`config.mk`:
```
export PLATFORM = sky130hd
export DESIGN_NAME = spcl_cmp
export DESIGN_NICKNAME = d
export VERILOG_FILES = /design/src/rtl/spcl_pkg.sv /design/src/rtl/spcl_cmp.sv
export SDC_FILE = /design/constraint.sdc
export NUM_CORES = 1
export LEC_CHECK = 0
export BUFFER_PORTS_ARGS = -buffer_cell sky130_fd_sc_hd__buf_2
export CORE_MARGIN = 3
export CORE_UTILIZATION = 30
export DETAILED_ROUTE_END_ITERATION = 10
export PLACE_DENSITY = 0.72
export SKIP_LAST_GASP = 1
export SYNTH_ARGS = -nofsm -noshare
export SYNTH_HDL_FRONTEND = slang
export SYNTH_SLANG_ARGS = --single-unit
```
`constraint.sdc`:
```
create_clock -name vclk -period 2.5
set_input_delay 0.75 -clock vclk [all_inputs]
set_output_delay 0.75 -clock vclk [all_outputs]
set_load 0.1 [all_outputs]
```
`src/rtl/spcl_pkg.sv`:
```
// Shared types and codes for the content-code lookup table.
`default_nettype none

package spcl_pkg;

  // Operation codes carried in the op field
  localparam logic [1:0] OP_LOAD   = 2'd0;
  localparam logic [1:0] OP_LOOKUP = 2'd1;
  localparam logic [1:0] OP_ADD    = 2'd2;

  // Result status codes
  localparam logic [2:0] ST_FOUND     = 3'd0;
  localparam logic [2:0] ST_NOT_FOUND = 3'd1;
  localparam logic [2:0] ST_ADDED     = 3'd2;
  localparam logic [2:0] ST_PRESENT   = 3'd3;
  localparam logic [2:0] ST_FULL      = 3'd4;
  localparam logic [2:0] ST_LOADED    = 3'd5;

  // Field widths
  localparam int CODE_W   = 32;
  localparam int TYPE_W   = 8;
  localparam int SLOT_W   = 7;
  localparam int STATUS_W = 3;
  localparam int COUNT_W  = 8;
  localparam int ENTRY_W  = CODE_W + TYPE_W;

  // Stream widths, padded to whole bytes
  localparam int IN_DATA_W  = 56;
  localparam int OUT_DATA_W = 24;

  typedef enum logic [2:0] {
    S_IDLE,
    S_BS_RD,
    S_BS_CMP,
    S_SP_RD,
    S_SP_CMP,
    S_FINISH
  } state_t;

  // Outcome of the shared code comparator
  typedef struct packed {
    logic eq;      // key equals probed code
    logic lt;      // key below probed code
    logic b_zero;  // probed code is zero (empty spill slot)
  } cmp_res_t;

endpackage

`default_nettype wire

```
`src/rtl/spcl_cmp.sv`:
```
// Shared 32-bit code comparator used by every search probe.
`default_nettype none

module spcl_cmp (
  input  wire logic [spcl_pkg::CODE_W-1:0] key,
  input  wire logic [spcl_pkg::CODE_W-1:0] probe,
  output spcl_pkg::cmp_res_t               res
);

  always_comb begin
    res.eq     = (key == probe);
    res.lt     = (key < probe);
    res.b_zero = (probe == '0);
  end

endmodule

`default_nettype wire

```
# Word-level counts from Yosys, hierarchy flattened

Index checks and enable logic that the tools add are counted.

Bits in registers: 0
Output and inout port bits: 3
Logic and storage cells: 3

Magnitude comparators: 1
Equal/unequal tests: 1
Reductions and logical operators: 1

Operator list:

| kind             | count |
|---|---|
| $eq 32x32->1     | 1 |
| $logic_not 32->1 | 1 |
| $lt 32x32->1     | 1 |

# Depth between registers and ports, before layout

Gate-level depths: netlist (run 1).

Depth in word-level cells: 1
Depth in mapped cells: 7
Gate-level depth less buffers: 7

# Least setup slack after synthesis (run 1)

OpenSTA, ideal clock, no wires.

Path kind: input to output
Start point: input port probe[17] in the netlist's numbering
End point: output port res[1] in the netlist's numbering
Arrival: 3.549 ns
Path slack: -1.799 ns
Stages on the path: 7
Path buffers: 0
Cell sequence: inv_1 > ha_1 > a21oi_2 > o21ai_1 > a221oi_2 > nor2_1 > a2111oi_2

RTL lines:

| item            | RTL line      | source |
|---|---|---|
| start, declared | spcl_cmp.sv:6 | `input wire logic [spcl_pkg::CODE_W-1:0] probe,` |
| end, declared   | spcl_cmp.sv:7 | `output spcl_pkg::cmp_res_t res` |

==> results of run 1 <==
## synth_stat cells, drive strengths merged
cell,instances
ha,32
o21ai,5
or3,1
nor2b,2
a221oi,1
nand2,10
nor2,7
nand3,1
a211oi,2
o211ai,2
inv,32
a2111oi,1
a21bo,1
nand4,6
and4,2
nor4,9
a21oi,12
## timing repair
action,4_1_cts,5_1_grt
pin swaps,24,19
setup endpoints to repair,3,3
gates resized for setup,41,48
gates cloned,0,0
buffers inserted,3,2
## per-stage QoR
step	worst slack (ps)	hold slack, ps	power [mW]	instance area (µm²)
finish	-552	1900	0.360	2150
global route	-647	1910	0.393	2150
CTS	-490	1960	0.296	1860
detailed placement	-661	1960	0.254	1630
global placement	-627	1970	0.248	1630
floorplan	-988	1760	0.125	1010
## power breakdown
group	internal, mW	leakage (nW)	total (mW)	switching, mW
sequential	0	0	0	0
clock	0	0	0	0
combinational	0.200	0.996	0.360	0.160
## cell type report
| cell class | instances | area [µm²] | area share |
|---|---|---|---|
| multi-input combinational | 94 | 1190 | 0.551 |
| timing repair buffer | 99 | 774 | 0.360 |
| inverter | 32 | 153 | 0.0709 |
| tap | 31 | 38.8 | 0.0180 |
## layer usage
| metal | vias up | track usage |
|---|---|---|
| li1 | 649 | - |
| met1 | 586 | 0.186 |
| met2 | 44 | 0.338 |
| met3 | 0 | 0.0213 |
| met4 | 0 | 0.00310 |
| met5 | - | 0 |
## kinds of logic after synthesis
group,after synthesis,synth area share
AO/OA/AOI/OAI,24,0.182
adder cells (fa/ha/maj),32,0.449
buffers and inverters,32,0.135
AND/OR/NAND/NOR,38,0.234
## worst max-delay path by stage
stage              start     end
2_1_floorplan   probe[1]  res[1]
3_3_place_gp    probe[1]  res[1]
3_5_place_dp    probe[1]  res[1]
4_1_cts         probe[6]  res[1]
5_1_grt        probe[22]  res[1]
6_report       probe[22]  res[1]
## worst max-delay path, delay by kind of cell
family	cells	cell delay [ps]
AOI/OAI and AO/OA	3	770
adders and majority gates	1	210
buffers and inverters	3	410
and+or+nand+nor	2	150
==> flow_summary.ini, run 1 <==
[outcome]
status = complete, but fails checks
violations = negative setup slack

[floorplan]
initial_core_util = 0.318
ios = 67
die_w_um = 60.5
coreArea_um2 = 2810
dieArea_um2 = 3660
placementRows = 19
die_h_um = 60.5

[yosys]
syn_area_um2 = 892
avgSynthCellArea_um2 = 7.08
yosys.area.top_type = ha_1
synth-seq-area-share = 0
synthesis.nets = 222
synth_area_leaders = ha_1 (45%), inv_1 (13%), a21oi_1 (5.6%)
netlist.area_leader.share = 0.449
yosysWarnings = 0
synthDistinctLibCells = 21
syn_inst = 126

[final_layout]
layout.nets = 323
layout_common_cells = buf_2 (45), buf_4 (32), ha_4 (21), inv_1 (18), buf_6 (11)
fill_cells = 213
nClkBuffers = 0
postLayoutCoreUtil = 0.767
flops_and_latches = 0
syn_to_final_growth_pct = 141
final_cells = 256
final_common_cell = buf_2
regArea_um2 = 0
final_layout_size_suffix_gt1_frac = 0.720
diodes = 0

[setup_path]
crit_chain = buf_2 > inv_1 > ha_4 > a21oi_2 > nand2_2 > a221oi_4 > nor2_2 > a2111oi_4 > buf_12
cp.arrival_ps = 2300
crit_slowest_cell = a2111oi_4
crit_fanout = 3
end_kind = primary output
cp_data_required_time_ps = 1750
max_stage_delay_ps = 380
path_class = primary input to primary output
cp-start-kind = primary input

[detailed_routing]
vias = 1279
ant_nets = 0
wl_per_cell_um = 14.1
viasPerCell = 5.00
initialDrtViolationCount = 27
wirelength_um = 3600
highest_layer = met3
met3WireLength_um = 233
drc = 0
first_pass_iters = 3
wl_met2_um = 2060
met1_length_um = 1300

[timing]
slew_headroom = 0.781
final.setup.tns_ps = -1020
maxSlewViolCount = 0
fin_crit_sh = 1.22
finalSetupViolCount = 3
rsz0062_at_grt = yes
worst_pin_slew_ps = 326
hold_violations = 0
fmax_mhz = 328
finalCriticalPeriod_ps = 3050
final.setup.worst_slack_ps = -552

[global_routing]
grt_max_degree = 4
grt_pass1_vias = 1288
grt_overflow = 0
antenna_found_initial = 0
grt_pass1_wl_um = 4830
track_usage = 0.164

[hold_path]
min_from = key[31]
holdPathStages = 4
hold_end = res[1]
hold_class = primary input to primary output

[pwr]
leakage_nw = 0.996
ir_worst_vdd_v = 0.0000918
power.density_nw_per_um2 = 167

[clock_tree]
ctsHoldBuffers = 0

[flow_run]
cap_violations = 0

[placement]
port-buffer-count = 67
dp_hpwl_um = 2470
gp_congestion = 0.762
placed_cells = 251
No activity file was read; power rests on OpenSTA's default activity.
==> run 2, diff against run 1 <==
--- a/config.mk
+++ b/config.mk
@@ -10,6 +10,7 @@
 export CORE_UTILIZATION = 30
 export DETAILED_ROUTE_END_ITERATION = 10
 export PLACE_DENSITY = 0.72
+export RECOVER_POWER = 100
 export SKIP_LAST_GASP = 1
 export SYNTH_ARGS = -nofsm -noshare
 export SYNTH_HDL_FRONTEND = slang
==> constraint.sdc (replaced) <==
create_clock -name vclk -period 2.5
set_input_delay 0.5 -clock vclk [all_inputs]
set_output_delay 0.5 -clock vclk [all_outputs]
set_load 0.1 [all_outputs]
==> flow_summary.ini, run 2 (synthesis results as in run 1) <==
[outcome]
status = complete, but fails checks
violations = negative setup slack

[placement]
gp_congestion = 0.789
dp_hpwl_um = 2460
port-buffer-count = 67
pre_cts_slack_ps = -170
placed_cells = 237

[detailed_routing]
vias = 1154
first_pass_iters = 4
drc = 0
wl_per_cell_um = 11.8
viasPerCell = 4.87
ant_nets = 0
wirelength_um = 2800
initialDrtViolationCount = 19

[flow_run]
cap_violations = 0

[floorplan]
die_h_um = 60.5
dieArea_um2 = 3660
placementRows = 19
ios = 67
coreArea_um2 = 2810
initial_core_util = 0.318
die_w_um = 60.5

[final_layout]
fill_cells = 271
final_cells = 237
flops_and_latches = 0
diodes = 0
layout_common_cells = buf_2 (55), inv_1 (24), ha_1 (20), buf_4 (13), ha_4 (12)
postLayoutCoreUtil = 0.619
regArea_um2 = 0
layout.nets = 304
final_layout_size_suffix_gt1_frac = 0.573
syn_to_final_growth_pct = 94.5
final_common_cell = buf_2
nClkBuffers = 0

[hold_path]
holdPathStages = 5
hold_class = primary input to primary output
min_from = probe[5]

[setup_path]
crit_slowest_cell = a2111oi_4
path_delay_family = compound AO/OA/AOI/OAI gates
cp.arrival_ps = 2020
path_depth = 8
max_stage_delay_ps = 320
path_class = primary input to primary output
cp_data_required_time_ps = 2000
crit_chain = buf_2 > inv_1 > ha_1 > and4_4 > a221oi_4 > nor2_2 > a2111oi_4 > buf_12
crit_start = probe[23]
cp-start-kind = primary input
end_kind = primary output
crit_fanout = 2
critPathBufInv = 3

[timing]
finalSetupViolCount = 1
hold_violations = 0
maxSlewViolCount = 0
slew_headroom = 0.782
rsz0062_at_grt = yes
finalCriticalPeriod_ps = 2520
fin_crit_sh = 1.01
final.setup.worst_slack_ps = -17.1
fmax_mhz = 397
worst_pin_slew_ps = 325

[global_routing]
grt_max_degree = 4
track_usage = 0.148
grt_pass1_wl_um = 4290
antenna_found_initial = 0
grt_pass1_vias = 1102
grt_overflow = 0

[clock_tree]
ctsHoldBuffers = 0
post_cts_buffers = 0

[pwr]
power.density_nw_per_um2 = 162
ir_worst_vdd_v = 0.0000887
leakage_nw = 0.877
[run 2: cell types whose count changed in the layout (fill, tap and decap cells not counted), sizes merged]
cell	before	now
buf	99	80
[run 2: path summary, 6_finish.rpt]
| path | end | slack, ps |
|---|---|---|
| max | res[1] | -20 |
| min | res[0] | 1400 |
[run 2: per-layer routing]
| metal | vias up | global-route usage | part of all wire |
|---|---|---|---|
| met5 | - | 0 | 0 |
| li1 | 610 | - | - |
| met4 | 0 | 0 | 0 |
| met1 | 494 | 0.191 | 0.44 |
| met3 | 0 | 0.0170 | 0.094 |
| met2 | 50 | 0.279 | 0.47 |
[run 2: what timing repair did]
| item | in CTS | in global routing |
|---|---|---|
| pin swaps | 13 | 7 |
| gates resized for setup | 31 | 13 |
| endpoints found under the setup margin | 1 | 2 |
[run 2: stage by stage]
stage / hold WS [ps] / total power [mW] / setup TNS (ps) / cell area, µm²
final: 1400 / 0.281 / -17.1 / 1740
after detailed placement: 1420 / 0.234 / -170 / 1510
after floorplan: 1290 / 0.124 / -488 / 992
after global placement: 1420 / 0.230 / -133 / 1510
after global routing: 1440 / 0.317 / -120 / 1740
after CTS: 1410 / 0.264 / -18.3 / 1660
[run 2: area by class of cell]
cell class	count	area, µm²	area share
Multi-Input combinational cell	94	1000	0.577
Timing Repair Buffer	80	553	0.319
Inverter	32	143	0.0822
Tap cell	31	38.8	0.0224
[run 2: report_power, final]
part	internal [mW]	total [mW]	switching, mW	leakage, nW
Combinational	0.150	0.281	0.132	0.877
Sequential	0	0	0	0
Clock	0	0	0	0
Total	0.150	0.281	0.132	0.877
==> run 3, diff against run 2 <==
--- a/config.mk
+++ b/config.mk
@@ -5,11 +5,13 @@
 export SDC_FILE = /design/constraint.sdc
 export NUM_CORES = 1
 export LEC_CHECK = 0
+export ABC_AREA = 1
 export BUFFER_PORTS_ARGS = -buffer_cell sky130_fd_sc_hd__buf_2
 export CORE_MARGIN = 3
 export CORE_UTILIZATION = 30
 export DETAILED_ROUTE_END_ITERATION = 10
-export PLACE_DENSITY = 0.72
+export GPL_ROUTABILITY_DRIVEN = 0
+export PLACE_DENSITY = 0.71
 export RECOVER_POWER = 100
 export SKIP_LAST_GASP = 1
 export SYNTH_ARGS = -nofsm -noshare
==> flow_summary.ini, run 3 <==
[outcome]
status = completed

[timing]
hold-worst-slack_ps = 1410
rsz0062_at_grt = no
slew_headroom = 0.746
fmax_mhz = 437
fin_crit_sh = 0.916
maxSlewViolCount = 0
final.setup.tns_ps = 0
worst_pin_slew_ps = 378
finalSetupViolCount = 0
hold_violations = 0
finalCriticalPeriod_ps = 2290

[global_routing]
antenna_found_initial = 0
grt_pass1_wl_um = 3570
track_usage = 0.117
grt_pass1_vias = 983
grt_max_degree = 4
grt_overflow = 0

[yosys]
yosys.area.top_type = ha_1
synthDistinctLibCells = 16
yosysWarnings = 0
synthTopCellsByCount = inv_1 (40), ha_1 (32), nand2_1 (32)
syn_area_um2 = 931
synthesis.nets = 247
synth-seq-area-share = 0
avgSynthCellArea_um2 = 6.16
synth_area_leaders = ha_1 (43%), inv_1 (16%), nand2_1 (13%)
netlist.area_leader.share = 0.430
yosys.cell_count.top_type = inv_1
syn_inst = 151

[floorplan]
initial_core_util = 0.326
ios = 67
die_w_um = 61.7
die_h_um = 61.7
coreArea_um2 = 2850
placementRows = 19
dieArea_um2 = 3810

[final_layout]
final_layout_size_suffix_gt1_frac = 0.330
syn_to_final_growth_pct = 43.8
layout.nets = 316
fin_area_um2 = 1340
flops_and_latches = 0
final_common_cell = buf_2
diodes = 0
multi_input_comb_area_um2 = 787
layout_common_cells = buf_2 (64), inv_1 (40), nand2_1 (32), ha_1 (32), a21oi_1 (13)
postLayoutCoreUtil = 0.469
fill_cells = 317
regArea_um2 = 0
nClkBuffers = 0

[setup_path]
cp_common_cell = a21oi_1
crit_chain = buf_2 > inv_1 > ha_1 > a21oi_1 > o21ai_0 > a21oi_1 > nand2_1 > a21oi_2 > buf_4
critPathBufInv = 3
path_class = primary input to primary output
crit_fanout = 2
max_stage_delay_ps = 300
crit_slowest_cell = buf_4
end_kind = primary output
cp_data_required_time_ps = 2000
cp-start-kind = primary input
path_delay_family = compound AO/OA/AOI/OAI gates
cp.arrival_ps = 1790

[hold_path]
hold_end = res[0]
hold_class = primary input to primary output
holdPathStages = 5
min_from = probe[26]

[placement]
dp_hpwl_um = 2260
place_area_um2 = 1360
port-buffer-count = 67

[pwr]
leakage_nw = 0.891
power.density_nw_per_um2 = 145
power_mw = 0.195
ir_worst_vdd_v = 0.0000601

[detailed_routing]
drc = 0
wirelength_um = 2320
ant_nets = 0
initialDrtViolationCount = 25
first_pass_iters = 4
wl_per_cell_um = 9.32
vias = 1120
viasPerCell = 4.50

[flow_run]
cap_violations = 0

[clock_tree]
ctsHoldBuffers = 0
post_cts_buffers = 0
ctsResizeCount = 0
run 3: layer usage:
| layer | up-vias | GRT usage | routed length, µm |
|---|---|---|---|
| li1 | 633 | - | - |
| met1 | 455 | 0.157 | 1110 |
| met3 | 0 | 0 | 120 |
| met4 | 0 | 0 | 0 |
| met2 | 32 | 0.223 | 1090 |
| met5 | - | 0 | 0 |
run 3: per-stage QoR:
step / setup WS [ps] / cells
final: 210 / 249
after global routing: 55.7 / 249
after CTS: 201 / 249
after detailed placement: 201 / 249
after global placement: 193 / 249
after floorplan: -105 / 151
run 3: how the worst max path moves through the flow:
stage | startpoint | cells past startpoint | to | slack (ps)
floorplan | probe[7] | 8 | res[1] | -110
finish | probe[13] | 9 | res[1] | 210
global route | probe[5] | 11 | res[1] | 60
global placement | probe[15] | 8 | res[2] | 190
detailed placement | probe[11] | 8 | res[2] | 200
CTS | probe[11] | 8 | res[2] | 200
run 3: cells by family (layout without fill, tap and decap cells):
group                      count (synthesis)  in the layout  synth area share
AOI/OAI and AO/OA                         19             19             0.110
adders and majority gates                 32             32             0.430
buffers and inverters                     41            108             0.165
and+or+nand+nor                           59             59             0.294
run 3: power breakdown:
| part | leakage, nW | switching, mW | internal, mW | total (mW) |
|---|---|---|---|---|
| combinational | 0.891 | 0.104 | 0.0908 | 0.195 |
| clock | 0 | 0 | 0 | 0 |
| sequential | 0 | 0 | 0 | 0 |
| total | 0.891 | 0.104 | 0.0908 | 0.195 |
run 3: cell type report:
type / instances / area share
repair buffers: 67 / 0.268
multi-input cells: 110 / 0.588
well taps: 31 / 0.0290
inverters: 41 / 0.115
